## src/rtl/ccfg_pkg.sv

```systemverilog
// ----------------------------------------------------------------------------
// ccfg_pkg: shared types and constants of the charger frame generator
// Queue entry, configuration bundle, frame record, sequencer states and the
// CRC-8 byte step used by the back end.
// ----------------------------------------------------------------------------
package ccfg_pkg;

  localparam logic [7:0] CRC_POLY = 8'h85;
  localparam logic [7:0] PWR_ZERO = 8'h64;
  localparam logic [7:0] PWR_MAX  = 8'hA0;
  // setpoint quotient above this clamps to PWR_MAX (0x64 + 60 = 0xA0)
  localparam logic [9:0] PWR_SPAN = 10'd60;

  // floor(p / 100) = (p * DIV100_RECIP) >> DIV100_SHIFT for any 16-bit p
  localparam logic [16:0] DIV100_RECIP = 17'd83887;
  localparam int unsigned DIV100_SHIFT = 23;

  localparam logic [10:0] ID_STATUS = 11'h1DB;
  localparam logic [10:0] ID_FIXED  = 11'h50B;
  localparam logic [10:0] ID_LIMIT  = 11'h1DC;
  localparam logic [10:0] ID_POWER  = 11'h1F2;
  localparam logic [10:0] ID_SLOW_A = 11'h55B;
  localparam logic [10:0] ID_SLOW_B = 11'h59E;
  localparam logic [10:0] ID_SLOW_C = 11'h5BC;

  localparam logic [3:0] LEN_SHORT = 4'd7;
  localparam logic [3:0] LEN_FULL  = 4'd8;

  typedef enum logic [7:0] {
    REG_VOLTAGE_SP = 8'd0,
    REG_POWER_SP   = 8'd1,
    REG_CHARGE_EN  = 8'd2
  } reg_idx_e;

  typedef enum logic [0:0] {
    TICK_FAST = 1'b0,
    TICK_SLOW = 1'b1
  } tick_e;

  typedef enum logic [2:0] {
    FK_STATUS,
    FK_FIXED,
    FK_LIMIT,
    FK_POWER,
    FK_SLOW_A,
    FK_SLOW_B,
    FK_SLOW_C
  } frame_kind_e;

  typedef enum logic [2:0] {
    ST_IDLE,
    ST_CRC,
    ST_MIN,
    ST_MUL,
    ST_CMD,
    ST_EMIT
  } back_state_e;

  typedef struct packed {
    logic [9:0]  voltage_sp;
    logic [15:0] power_sp;
    logic        charge_en;
  } cfg_t;

  // classified tick, as it waits in the queue
  typedef struct packed {
    tick_e       mode;
    logic        charging;
    logic [7:0]  cur_hi;
    logic [7:0]  cur_lo;
    logic [7:0]  vol_hi;
    logic [7:0]  vol_lo;
    logic [9:0]  volts;
    logic [15:0] lim;
  } entry_t;

  typedef struct packed {
    logic [10:0]     id;
    logic [3:0]      len;
    logic [7:0][7:0] data;
    logic            last;
  } frame_t;

  // one data byte into the CRC-8 register, msb first
  function automatic logic [7:0] crc8_byte(input logic [7:0] crc_in,
                                           input logic [7:0] data);
    logic [7:0] crc;
    logic       top;
    crc = crc_in;
    for (int i = 7; i >= 0; i--) begin
      top = crc[7];
      crc = {crc[6:0], data[i]};
      if (top) begin
        crc = crc ^ CRC_POLY;
      end
    end
    return crc;
  endfunction

endpackage

```

## src/rtl/charger_can_frame_generator_top.sv

```systemverilog
// ----------------------------------------------------------------------------
// charger_can_frame_generator_top: periodic CAN frames of an on-board charger
// Turns 10 ms and 100 ms ticks into the charger's status, limit, power and
// housekeeping frames, with rolling counters and CRC-8 where the frame has one.
// ----------------------------------------------------------------------------
//  channel | direction | handshake                | word
//  --------+-----------+--------------------------+--------------------------
//  cfg     | in        | cfg_valid_i/cfg_ready_o  | cfg_index_i, cfg_data_i
//  tick    | in        | in_valid_i/in_ready_o    | mode_i .. bms_current_limit_i
//  frame   | out       | out_valid_o/out_ready_i  | frame_id_o .. last_frame_o
//
//  A 10 ms tick yields four frames, a 100 ms tick three frames; the CRC runs
//  one byte per cycle in the back sequencer, and the power path passes through
//  its min, multiply and command steps before its frame.
//  Ticks are taken into a QUEUE_DEPTH-word queue while the sequencer works.
//  Reset clears counters, commanded power, setpoints and the queue at once.
//  A stalled output holds its word and the sequencer waits on it.
// ----------------------------------------------------------------------------
module charger_can_frame_generator_top
  import ccfg_pkg::*;
#(
  parameter int unsigned QUEUE_DEPTH = 2
) (
  input  logic               clk_i,
  input  logic               rst_ni,
  input  logic               cfg_valid_i,
  output logic               cfg_ready_o,
  input  logic [7:0]         cfg_index_i,
  input  logic [15:0]        cfg_data_i,
  input  logic               in_valid_i,
  output logic               in_ready_o,
  input  logic               mode_i,
  input  logic               in_charge_mode_i,
  input  logic signed [15:0] current_fixed_i,
  input  logic signed [15:0] voltage_fixed_i,
  input  logic [9:0]         battery_volts_i,
  input  logic [8:0]         bms_current_limit_i,
  output logic               out_valid_o,
  input  logic               out_ready_i,
  output logic [10:0]        frame_id_o,
  output logic [3:0]         frame_len_o,
  output logic [7:0]         byte_zero_o,
  output logic [7:0]         byte_one_o,
  output logic [7:0]         byte_two_o,
  output logic [7:0]         byte_three_o,
  output logic [7:0]         byte_four_o,
  output logic [7:0]         byte_five_o,
  output logic [7:0]         byte_six_o,
  output logic [7:0]         byte_seven_o,
  output logic               last_frame_o
);

  cfg_t   cfg;
  entry_t push_entry, head_entry;
  logic   q_push, q_pop, q_full, q_empty;
  frame_t frame;

  ccfg_front u_front (
    .clk_i               (clk_i),
    .rst_ni              (rst_ni),
    .cfg_valid_i         (cfg_valid_i),
    .cfg_ready_o         (cfg_ready_o),
    .cfg_index_i         (cfg_index_i),
    .cfg_data_i          (cfg_data_i),
    .in_valid_i          (in_valid_i),
    .in_ready_o          (in_ready_o),
    .mode_i              (mode_i),
    .in_charge_mode_i    (in_charge_mode_i),
    .current_fixed_i     (current_fixed_i),
    .voltage_fixed_i     (voltage_fixed_i),
    .battery_volts_i     (battery_volts_i),
    .bms_current_limit_i (bms_current_limit_i),
    .q_full_i            (q_full),
    .q_push_o            (q_push),
    .q_entry_o           (push_entry),
    .cfg_o               (cfg)
  );

  ccfg_queue #(
    .DEPTH (QUEUE_DEPTH)
  ) u_queue (
    .clk_i   (clk_i),
    .rst_ni  (rst_ni),
    .push_i  (q_push),
    .entry_i (push_entry),
    .full_o  (q_full),
    .pop_i   (q_pop),
    .empty_o (q_empty),
    .entry_o (head_entry)
  );

  ccfg_back u_back (
    .clk_i       (clk_i),
    .rst_ni      (rst_ni),
    .cfg_i       (cfg),
    .q_empty_i   (q_empty),
    .q_entry_i   (head_entry),
    .q_pop_o     (q_pop),
    .out_valid_o (out_valid_o),
    .out_ready_i (out_ready_i),
    .out_frame_o (frame)
  );

  assign frame_id_o   = frame.id;
  assign frame_len_o  = frame.len;
  assign byte_zero_o  = frame.data[0];
  assign byte_one_o   = frame.data[1];
  assign byte_two_o   = frame.data[2];
  assign byte_three_o = frame.data[3];
  assign byte_four_o  = frame.data[4];
  assign byte_five_o  = frame.data[5];
  assign byte_six_o   = frame.data[6];
  assign byte_seven_o = frame.data[7];
  assign last_frame_o = frame.last;

endmodule

```

## src/rtl/ccfg_front.sv

```systemverilog
// ----------------------------------------------------------------------------
// ccfg_front: configuration registers and tick intake
// Holds the setpoints, takes ticks while the queue has room and
// preformats the status words and the volts-times-limit product.
// ----------------------------------------------------------------------------
module ccfg_front
  import ccfg_pkg::*;
(
  input  logic                clk_i,
  input  logic                rst_ni,
  input  logic                cfg_valid_i,
  output logic                cfg_ready_o,
  input  logic [7:0]          cfg_index_i,
  input  logic [15:0]         cfg_data_i,
  input  logic                in_valid_i,
  output logic                in_ready_o,
  input  logic                mode_i,
  input  logic                in_charge_mode_i,
  input  logic signed [15:0]  current_fixed_i,
  input  logic signed [15:0]  voltage_fixed_i,
  input  logic [9:0]          battery_volts_i,
  input  logic [8:0]          bms_current_limit_i,
  input  logic                q_full_i,
  output logic                q_push_o,
  output entry_t              q_entry_o,
  output cfg_t                cfg_o
);

  cfg_t        cfg_q, cfg_d;
  logic [18:0] lim_full;

  assign cfg_ready_o = 1'b1;

  always_comb begin
    cfg_d = cfg_q;
    if (cfg_valid_i) begin
      case (cfg_index_i)
        REG_VOLTAGE_SP: cfg_d.voltage_sp = cfg_data_i[9:0];
        REG_POWER_SP:   cfg_d.power_sp   = cfg_data_i;
        REG_CHARGE_EN:  cfg_d.charge_en  = cfg_data_i[0];
        default:        cfg_d = cfg_q;
      endcase
    end
  end

  always_ff @(posedge clk_i or negedge rst_ni) begin
    if (!rst_ni) begin
      cfg_q <= '0;
    end else begin
      cfg_q <= cfg_d;
    end
  end

  assign cfg_o = cfg_q;

  assign in_ready_o = !q_full_i;
  assign q_push_o   = in_valid_i && !q_full_i;

  assign lim_full = 19'(battery_volts_i) * 19'(bms_current_limit_i);

  // current word is doubled, voltage word is quadrupled
  always_comb begin
    q_entry_o.mode     = tick_e'(mode_i);
    q_entry_o.charging = in_charge_mode_i;
    q_entry_o.cur_hi   = current_fixed_i[14:7];
    q_entry_o.cur_lo   = {current_fixed_i[6:4], 5'b00000};
    q_entry_o.vol_hi   = voltage_fixed_i[13:6];
    q_entry_o.vol_lo   = {voltage_fixed_i[5:4], 6'b101011};
    q_entry_o.volts    = battery_volts_i;
    q_entry_o.lim      = lim_full[15:0];
  end

endmodule

```

## src/rtl/ccfg_queue.sv

```systemverilog
// ----------------------------------------------------------------------------
// ccfg_queue: tick queue between intake and frame sequencer
// Small circular buffer of classified ticks; push and pop may share a cycle.
// ----------------------------------------------------------------------------
module ccfg_queue
  import ccfg_pkg::*;
#(
  parameter int unsigned DEPTH = 2
) (
  input  logic   clk_i,
  input  logic   rst_ni,
  input  logic   push_i,
  input  entry_t entry_i,
  output logic   full_o,
  input  logic   pop_i,
  output logic   empty_o,
  output entry_t entry_o
);

  localparam int unsigned PTR_W = $clog2(DEPTH);
  localparam int unsigned CNT_W = $clog2(DEPTH + 1);

  entry_t             slot_q [DEPTH];
  logic [PTR_W-1:0]   wr_ptr_q, wr_ptr_d;
  logic [PTR_W-1:0]   rd_ptr_q, rd_ptr_d;
  logic [CNT_W-1:0]   count_q, count_d;

  assign full_o  = (count_q == CNT_W'(DEPTH));
  assign empty_o = (count_q == '0);
  assign entry_o = slot_q[rd_ptr_q];

  always_comb begin
    wr_ptr_d = wr_ptr_q;
    rd_ptr_d = rd_ptr_q;
    count_d  = count_q;
    if (push_i) begin
      wr_ptr_d = (wr_ptr_q == PTR_W'(DEPTH - 1)) ? '0 : wr_ptr_q + 1'b1;
    end
    if (pop_i) begin
      rd_ptr_d = (rd_ptr_q == PTR_W'(DEPTH - 1)) ? '0 : rd_ptr_q + 1'b1;
    end
    if (push_i && !pop_i) begin
      count_d = count_q + 1'b1;
    end else if (pop_i && !push_i) begin
      count_d = count_q - 1'b1;
    end
  end

  always_ff @(posedge clk_i or negedge rst_ni) begin
    if (!rst_ni) begin
      wr_ptr_q <= '0;
      rd_ptr_q <= '0;
      count_q  <= '0;
    end else begin
      wr_ptr_q <= wr_ptr_d;
      rd_ptr_q <= rd_ptr_d;
      count_q  <= count_d;
    end
  end

  always_ff @(posedge clk_i) begin
    if (push_i) begin
      slot_q[wr_ptr_q] <= entry_i;
    end
  end

endmodule

```

## src/rtl/ccfg_back.sv

```systemverilog
// ----------------------------------------------------------------------------
// ccfg_back: frame sequencer
// Walks the frames of one tick, runs the CRC one byte per cycle, updates the
// commanded power and hands each frame to the output register.
// ----------------------------------------------------------------------------
module ccfg_back
  import ccfg_pkg::*;
(
  input  logic   clk_i,
  input  logic   rst_ni,
  input  cfg_t   cfg_i,
  input  logic   q_empty_i,
  input  entry_t q_entry_i,
  output logic   q_pop_o,
  output logic   out_valid_o,
  input  logic   out_ready_i,
  output frame_t out_frame_o
);

  back_state_e state_q, state_d;
  entry_t      ent_q, ent_d;
  logic [1:0]  frame_q, frame_d;
  logic [2:0]  byte_q, byte_d;
  logic [7:0]  crc_q, crc_d;
  logic [15:0] pwr_q, pwr_d;
  logic [9:0]  quot_q, quot_d;
  logic [1:0]  cnt_status_q, cnt_status_d;
  logic [1:0]  cnt_limit_q, cnt_limit_d;
  logic [1:0]  cnt_power_q, cnt_power_d;
  logic [1:0]  cnt_slow_q, cnt_slow_d;
  logic [7:0]  cmd_q, cmd_d;
  logic        out_valid_q, out_valid_d;
  frame_t      out_q, out_d;

  frame_kind_e kind, kind_next;
  logic [7:0]  dat [8];
  logic [10:0] fid;
  logic [3:0]  flen;
  logic [7:0]  fb7;
  logic        flast;
  logic [32:0] prod;
  logic [7:0]  sp;
  logic        slot_free;

  function automatic frame_kind_e kind_of(input tick_e mode, input logic [1:0] frame);
    frame_kind_e k;
    case ({mode, frame})
      3'b000:  k = FK_STATUS;
      3'b001:  k = FK_FIXED;
      3'b010:  k = FK_LIMIT;
      3'b011:  k = FK_POWER;
      3'b100:  k = FK_SLOW_A;
      3'b101:  k = FK_SLOW_B;
      default: k = FK_SLOW_C;
    endcase
    return k;
  endfunction

  function automatic back_state_e first_state(input frame_kind_e k);
    back_state_e s;
    case (k)
      FK_STATUS, FK_LIMIT, FK_SLOW_A: s = ST_CRC;
      FK_POWER:                       s = ST_MIN;
      default:                        s = ST_EMIT;
    endcase
    return s;
  endfunction

  assign kind      = kind_of(ent_q.mode, frame_q);
  assign kind_next = kind_of(ent_q.mode, frame_q + 2'd1);

  // frame contents; byte 7 of the CRC frames comes from crc_q
  always_comb begin
    dat[0] = 8'h00; dat[1] = 8'h00; dat[2] = 8'h00; dat[3] = 8'h00;
    dat[4] = 8'h00; dat[5] = 8'h00; dat[6] = 8'h00; dat[7] = 8'h00;
    fid   = ID_FIXED;
    flen  = LEN_FULL;
    fb7   = 8'h00;
    flast = 1'b0;
    case (kind)
      FK_STATUS: begin
        fid = ID_STATUS;
        dat[0] = ent_q.cur_hi; dat[1] = ent_q.cur_lo;
        dat[2] = ent_q.vol_hi; dat[3] = ent_q.vol_lo;
        dat[4] = 8'h40; dat[6] = {6'b0, cnt_status_q};
        fb7 = crc_q;
      end
      FK_FIXED: begin
        fid = ID_FIXED;
        flen = LEN_SHORT;
        dat[2] = 8'h06; dat[3] = 8'hC0;
      end
      FK_LIMIT: begin
        fid = ID_LIMIT;
        dat[0] = 8'h6E; dat[1] = 8'h0A; dat[2] = 8'h05; dat[3] = 8'hD5;
        dat[6] = {6'b0, cnt_limit_q};
        fb7 = crc_q;
      end
      FK_POWER: begin
        fid = ID_POWER;
        dat[0] = 8'h30; dat[1] = cmd_q; dat[2] = 8'h20; dat[3] = 8'hAC;
        dat[5] = 8'h3C; dat[6] = {6'b0, cnt_power_q};
        fb7 = 8'h8F;
        flast = 1'b1;
      end
      FK_SLOW_A: begin
        fid = ID_SLOW_A;
        dat[0] = 8'hA4; dat[1] = 8'h40; dat[2] = 8'hAA;
        dat[4] = 8'hDF; dat[5] = 8'hC0; dat[6] = {6'b000100, cnt_slow_q};
        fb7 = crc_q;
      end
      FK_SLOW_B: begin
        fid = ID_SLOW_B;
        dat[2] = 8'h0C; dat[3] = 8'h76; dat[4] = 8'h18;
      end
      FK_SLOW_C: begin
        fid = ID_SLOW_C;
        dat[0] = 8'h3D; dat[1] = 8'h80; dat[2] = 8'hF0; dat[3] = 8'h64;
        dat[4] = 8'hB0; dat[5] = 8'h01;
        fb7 = 8'h32;
        flast = 1'b1;
      end
      default: begin
        fid = ID_FIXED;
      end
    endcase
  end

  assign prod = 33'(pwr_q) * 33'(DIV100_RECIP);
  assign sp   = (quot_q > PWR_SPAN) ? PWR_MAX : quot_q[7:0] + PWR_ZERO;

  assign slot_free = !out_valid_q || out_ready_i;

  always_comb begin
    state_d      = state_q;
    ent_d        = ent_q;
    frame_d      = frame_q;
    byte_d       = byte_q;
    crc_d        = crc_q;
    pwr_d        = pwr_q;
    quot_d       = quot_q;
    cnt_status_d = cnt_status_q;
    cnt_limit_d  = cnt_limit_q;
    cnt_power_d  = cnt_power_q;
    cnt_slow_d   = cnt_slow_q;
    cmd_d        = cmd_q;
    out_d        = out_q;
    out_valid_d  = out_valid_q && !out_ready_i;
    q_pop_o      = 1'b0;

    case (state_q)
      ST_IDLE: begin
        if (!q_empty_i) begin
          // every tick opens with a CRC frame
          q_pop_o = 1'b1;
          ent_d   = q_entry_i;
          frame_d = 2'd0;
          byte_d  = 3'd0;
          crc_d   = 8'h00;
          state_d = ST_CRC;
        end
      end
      ST_CRC: begin
        crc_d  = crc8_byte(crc_q, dat[byte_q]);
        byte_d = byte_q + 3'd1;
        if (byte_q == 3'd7) begin
          state_d = ST_EMIT;
        end
      end
      ST_MIN: begin
        pwr_d   = (cfg_i.power_sp < ent_q.lim) ? cfg_i.power_sp : ent_q.lim;
        state_d = ST_MUL;
      end
      ST_MUL: begin
        quot_d  = prod[DIV100_SHIFT +: 10];
        state_d = ST_CMD;
      end
      ST_CMD: begin
        if (ent_q.charging && cfg_i.charge_en) begin
          cmd_d = (ent_q.volts < cfg_i.voltage_sp) ? sp : cmd_q - 8'd1;
        end else begin
          cmd_d = PWR_ZERO;
        end
        state_d = ST_EMIT;
      end
      ST_EMIT: begin
        if (slot_free) begin
          out_valid_d = 1'b1;
          out_d.id    = fid;
          out_d.len   = flen;
          out_d.last  = flast;
          for (int j = 0; j < 7; j++) begin
            out_d.data[j] = dat[j];
          end
          out_d.data[7] = fb7;
          case (kind)
            FK_STATUS: cnt_status_d = cnt_status_q + 2'd1;
            FK_LIMIT:  cnt_limit_d  = cnt_limit_q + 2'd1;
            FK_POWER:  cnt_power_d  = cnt_power_q + 2'd1;
            FK_SLOW_A: cnt_slow_d   = cnt_slow_q + 2'd1;
            default:   cnt_slow_d   = cnt_slow_q;
          endcase
          if (flast) begin
            state_d = ST_IDLE;
          end else begin
            frame_d = frame_q + 2'd1;
            byte_d  = 3'd0;
            crc_d   = 8'h00;
            state_d = first_state(kind_next);
          end
        end
      end
      default: begin
        state_d = ST_IDLE;
      end
    endcase
  end

  always_ff @(posedge clk_i or negedge rst_ni) begin
    if (!rst_ni) begin
      state_q      <= ST_IDLE;
      cnt_status_q <= '0;
      cnt_limit_q  <= '0;
      cnt_power_q  <= '0;
      cnt_slow_q   <= '0;
      cmd_q        <= '0;
      out_valid_q  <= 1'b0;
      frame_q      <= '0;
      byte_q       <= '0;
    end else begin
      state_q      <= state_d;
      cnt_status_q <= cnt_status_d;
      cnt_limit_q  <= cnt_limit_d;
      cnt_power_q  <= cnt_power_d;
      cnt_slow_q   <= cnt_slow_d;
      cmd_q        <= cmd_d;
      out_valid_q  <= out_valid_d;
      frame_q      <= frame_d;
      byte_q       <= byte_d;
    end
  end

  always_ff @(posedge clk_i) begin
    ent_q  <= ent_d;
    crc_q  <= crc_d;
    pwr_q  <= pwr_d;
    quot_q <= quot_d;
    out_q  <= out_d;
  end

  assign out_valid_o = out_valid_q;
  assign out_frame_o = out_q;

endmodule
```

## config.mk

```make
export PLATFORM = sky130hd
export DESIGN_NAME = charger_can_frame_generator_top
export DESIGN_NICKNAME = d
export VERILOG_FILES = /design/src/rtl/ccfg_pkg.sv /design/src/rtl/charger_can_frame_generator_top.sv /design/src/rtl/ccfg_front.sv /design/src/rtl/ccfg_queue.sv /design/src/rtl/ccfg_back.sv
export SDC_FILE = /design/constraint.sdc
export NUM_CORES = 1
export LEC_CHECK = 0
export BUFFER_PORTS_ARGS = -buffer_cell sky130_fd_sc_hd__buf_2
export CORE_UTILIZATION = 56
export DETAILED_ROUTE_END_ITERATION = 10
export GPL_TIMING_DRIVEN = 0
export PLACE_DENSITY = 0.75
export SYNTH_ARGS = -nofsm -noshare
export SYNTH_HDL_FRONTEND = slang
export SYNTH_HIERARCHICAL = 1
export SYNTH_SLANG_ARGS = --single-unit
```

## constraint.sdc

```tcl
create_clock -name clk_i -period 6.92 [get_ports clk_i]
set_input_delay 1.384 -clock clk_i [delete_from_list [all_inputs] [get_ports clk_i]]
set_output_delay 1.384 -clock clk_i [all_outputs]
set_load 0.1 [all_outputs]
```

Word-level counts from Yosys, hierarchy flattened
Memories as Yosys holds them, arrays and structs flattened. A register that Yosys moved wholly into a read port is not among the register bits.
Index checks and enable logic that the tools add are counted.
Operators by class
  add/subtract/negate cells: 12
  $mul: 2
  div/mod/pow operators: 0
  order comparisons: 4
  equality and inequality tests: 32
  shifts and indexed selects: 0
  multiplexer cells: 62
  bitwise gates (word level): 10
  reductions and logical operators: 36
Operators with widths (count)
  8-bit two-way mux: 23
  16-bit one-hot mux with 5 select lines: 1
  8-bit one-hot mux with 3 select lines: 3
  11-bit one-hot mux with 6 select lines: 1
  8-bit one-hot mux with 7 select lines: 1
  3-bit one-hot mux with 6 select lines: 3
  8-bit one-hot mux with 6 select lines: 1
  3-bit == test, second input constant: 11
  16-bit by 17-bit multiplier with 33-bit output, second input constant: 1
  8-bit one-hot mux with 4 select lines: 1
  3-bit by 2-bit == test with 1-bit output, second input constant: 10
  8-bit binary-select mux with 3-bit select: 1
  3-bit NOT: 8
  3-bit two-way mux: 7
  5-bit one-hot mux with 4 select lines: 1
  16-bit < comparator: 1
  10-bit by 9-bit multiplier with 16-bit output: 1
  16-bit two-way mux: 1
  3-bit logical NOT: 5
  3-bit AND reduction: 5
  2-bit by 1-bit adder with 2-bit output, second input constant: 6
  3-bit by 1-bit == test with 1-bit output, second input constant: 4
  10-bit by 6-bit > comparator with 1-bit output, second input constant: 1
  10-bit < comparator: 1
  other kinds (30): 60
Storage, ports and cells
  register bits after elaboration: 186
  bits in latches: 0
  RAM bits: 98
  ROM bits: 0
  bits of input ports: 82
  memories kept: 1
Memory list
  u_queue.slot_q: depth 2, bits a word 49, read ports 1, clocked after Yosys merged registers in 1, wr ports 1, line ccfg_queue.sv:23  | entry_t slot_q [DEPTH];

Longest topological paths before layout
  depth in word-level cells: 31
  mapped depth: 20
  gate-level depth less buffers: 20

Cells and area by module
The synthesis kept the hierarchy.
By module, submodules not included
  ccfg_back: instances 1, cells an instance 1172, area an instance 13541.7 sq um, seq. area each 5340.1 sq um
  ccfg_queue: instances 1, cells an instance 203, area an instance 4818.4 sq um, seq. area each 3703.6 sq um
  ccfg_front: instances 1, cells an instance 426, area an instance 4072.7 sq um, seq. area each 675.6 sq um

Least setup slack after synthesis
Ideal clock, no wire load.
  kind: register to register
  start: reg u_back.pwr_q[14]
  end: reg u_back.quot_q[6] (data pin)
  library setup time: 0.258 ns
  arrival time: 5.451 ns
  required time: 6.662 ns
  path slack: 1.211 ns
  cell stages (with the launch flop): 19
  path buffers: 0
  cell sequence: edfxtp_1 > fa_1 > inv_1 > fa_1 > inv_1 > fa_1 > fa_1 > fa_1 > inv_1 > fa_1 > inv_1 > ha_1 > inv_1 > nor4_1 > o311ai_0 > o211a_1 > o21ai_0 > a21oi_1 > xnor2_1
Between the ends
  longest elaborated chain between the ends: 1
Ends and longest elaborated chain
  start: declaration: line ccfg_back.sv:25  | logic [15:0] pwr_q, pwr_d;
  start signal: assignment: line ccfg_back.sv:246  | pwr_q <= pwr_d;
  16-bit by 17-bit multiplier with 33-bit output: line ccfg_back.sv:129  | assign prod = 33'(pwr_q) * 33'(DIV100_RECIP);
  net u_back.prod[29]: line ccfg_back.sv:41  | logic [32:0] prod;
  end signal: assignment: line ccfg_back.sv:247  | quot_q <= quot_d;
  end: declaration: line ccfg_back.sv:26  | logic [9:0] quot_q, quot_d;
The timed path passes the listed nets, and every way through them passes these cells.
A chain may end at the register's enable or synchronous reset.

Worst setup path after layout
  start: reg u_back.pwr_q[14]
  end: reg u_back.quot_q[4] (data pin)
The elaborated chain is that of the path after synthesis.

==> flow_summary.ini <==
[final_layout]
syn_to_final_growth_pct = 11.42
drive_above_1_share_pct = 20.54
layout_commonest_cell = inv_1
final_nets = 2405
final_cell_mix = 300 x inv_1, 277 x edfxtp_1, 197 x ha_1

[critical_path]
cp-end-kind = flop
worst-path-stages = 18
crit_family = adder cells
worst_path_max_delay_cell = fa_1
crit_fanout = 7
cp_slowest_stage_delay_ns = 0.66
cp.required_ns = 7.18
crit_top_cell = fa_1
crit_type = reg2reg
r2r_cells = 18
rrSetupSlack_ns = 0.41
path_cells = fa_1 > inv_1 > fa_1 > inv_1 > fa_1 > fa_1 > fa_1 > inv_1 > fa_1 > inv_1 > ha_1 > a21oi_1 > nor2_1 > a2111oi_0 > o22ai_1 > a311oi_2 > o21ai_0 > xor2_1
worstPathBufferInverterCount = 4
arrival_ns = 6.77
cp-start-kind = flop

[clock_tree]
clkSinkCount = 333
clk_latency_ns = 0.54
numCtsBuffers = 35
cts.clk_slew.worst_paths_ns = 0.06
cts_tree = built
htreeDepth = 2
cts_root_buffer = clkbuf_16
cts.path.max_buffers = 3
cts_hold_buf = 0

[placement]
port_buffers = 115
hpwlAfterDp_mm = 35.86
routabilityCongestion = 0.9224

[power_and_ir_drop]
total_power_w = 0.01013
ir_worst_vdd_v = 0.0003313
power_density_mw_per_mm2 = 405.3
p_leak_nw = 11.40

[run]
cap_viol_max_count = 0

[sta]
setup_viol = 0
rsz0062_at_grt = false
final.setup_skew_ns = 0.03056
max_freq_mhz = 153.6
min_period_ns = 6.508
final_hold_viol_count = 0
setup_tns_ns = 0
tightest_slew_ns = 1.002
drv_slew = 0
fin_crit_sh_pct = 94.05
slew-limit-headroom_pct = 33.07

[synth]
async_flop_share_pct = 16.82
ys_ff_latch = 333
synth_ff_type = edfxtp_1
yosys.area.top_type_share_pct = 37.08
syn_area_per_cell_sq_um = 12.46
yosys_warnings = 6
synth_edf_count = 277
syn_inst = 1801
syn_area_sq_mm = 0.02243
synth-seq-area-share_pct = 43.33
ys_top_cells_by_area = edfxtp_1 37%, fa_1 14%, ha_1 11%, dfrtp_1 6.2%, inv_1 5.0%
synth_cell_types = 81
synth.largest_area_cell = edfxtp_1

[routing]
routed_wl_mm = 46.14
vias = 13580
routedWlPerCell_um = 18.29
postRouteAntennaNets = 0
drc = 0
drtIter0Drc = 917
dr.pass1.iters = 5
avgViaCountPerCell = 5.381

[die]
die_x_um = 202.1
start_util_pct = 57.38
core_sq_mm = 0.03910
io_pins = 165
dieArea_sq_mm = 0.04086
fp-row-count = 72
die_height_um = 202.1

[global_route]
grt_usage_pct = 23.20
grt_pass1_wl_mm = 74.23
met3_usage_pct = 4.740
antenna_found_initial = 6
grt_start_max_net_pins = 61
grt_overflow = 0
gr-usage-met1_pct = 31.76
grt_pass1_vias = 14130
met2_usage_pct = 37.76
grt_busiest_layer = met2

[hold_path]
hold_path_class = reg2reg
whs_path_depth = 1

[outcome]
status = completed
-- report_power, final --
part	leakage, nW	internal [W]	switching (W)
combinational	7.54	0.00174	0.00327
clock	0.558	0.00106	0.000769
sequential	3.31	0.00305	0.000249
-- cell usage after synthesis (all sizes together) (11+ instances only) --
library cell / instances
mux2: 110
clkbuf: 19
dfrtp: 56
o21ai: 34
a21oi: 58
xor2: 16
xnor2: 48
nor3: 16
a21o: 23
fa: 152
inv: 302
and2: 51
nand2: 104
nand3: 25
nor2: 62
ha: 197
nor2b: 13
buf: 86
nand2b: 11
edfxtp: 277
-- stage by stage --
stage | cell area [sq um] | std cells | util [%] | hold WS (ns) | worst slack, ns
final | 25000 | 2523 | 63.93 | 0.4812 | 0.4115
after global routing | 24990 | 2521 | 63.92 | 0.5044 | 0.02192
after CTS | 24980 | 2519 | 63.88 | 0.4808 | 0.2284
after detailed placement | 23840 | 2455 | 60.97 | 0.4694 | 0.2600
after global placement | 23720 | 2450 | 60.66 | 0.4627 | 0.4282
after floorplan | 22490 | 1817 | - | 0.4380 | 1.211
-- area by class of cell --
type,count,area (sq um)
diodes,4,10.01
plain buffers,105,784.5
clock buffers,46,957.2
clock inverters,18,181.4
fillers,3008,14100
inverters,304,1141
multi-input cells,1075,10880
flip-flops and latches,333,9719
well taps,518,648.1
repair buffers,120,669.4
-- sequential cells by signal (all words and copies together) (netlist names), 3 cells and up --
register / flops
u_queue/slot_q: 120
u_front/cfg_o: 27
u_back/cmd_q: 8
u_back/state_q: 3
u_back/ent_q: 60
u_back/out_frame_o: 63
u_back/quot_q: 10
u_back/byte_q: 3
u_back/crc_q: 8
u_back/pwr_q: 16
-- kinds of logic after synthesis --
family,count (synthesis),share of synthesized area (%)
AND/OR/NAND/NOR,323,7.290
adder cells (fa/ha/maj),349,24.55
flip-flops,333,43.33
multiplexers,127,7.881
AO/OA/AOI/OAI,192,5.801
other,4,0.06691
buffers and inverters,409,8.584
XOR/XNOR,64,2.499
-- routing by layer --
metal,share of wire [%],up-vias
li1,-,6383
met1,43,6707
met2,48,405
met3,6.6,77
met4,2.2,4
met5,0.059,-
-- path summary, 6_finish.rpt --
check / from / end
worst max-delay path: u_back/pwr_q[14]$_DFFE_PP_ / u_back/quot_q[4]$_DFFE_PN_
worst min-delay path: u_back/cnt_limit_q[1]$_DFFE_PN0P_ / u_back/cnt_limit_q[1]$_DFFE_PN0P_
worst max register to register: u_back/pwr_q[14]$_DFFE_PP_ / u_back/quot_q[4]$_DFFE_PN_
worst min register to register: u_back/cnt_limit_q[1]$_DFFE_PN0P_ / u_back/cnt_limit_q[1]$_DFFE_PN0P_
max in group asynchronous: rst_ni / u_back/state_q[2]$_DFFE_PN0P_
min in group asynchronous: rst_ni / u_front/cfg_o[12]$_DFFE_PN0P_
-- timing repair --
| item | 4_1_cts | 5_1_grt |
|---|---|---|
| setup buffers | 0 | 0 |
| endpoints found under the setup margin | 0 | 1 |
| gates resized for setup | 0 | 1 |
Note: power is estimated with default switching activity, not from simulation.
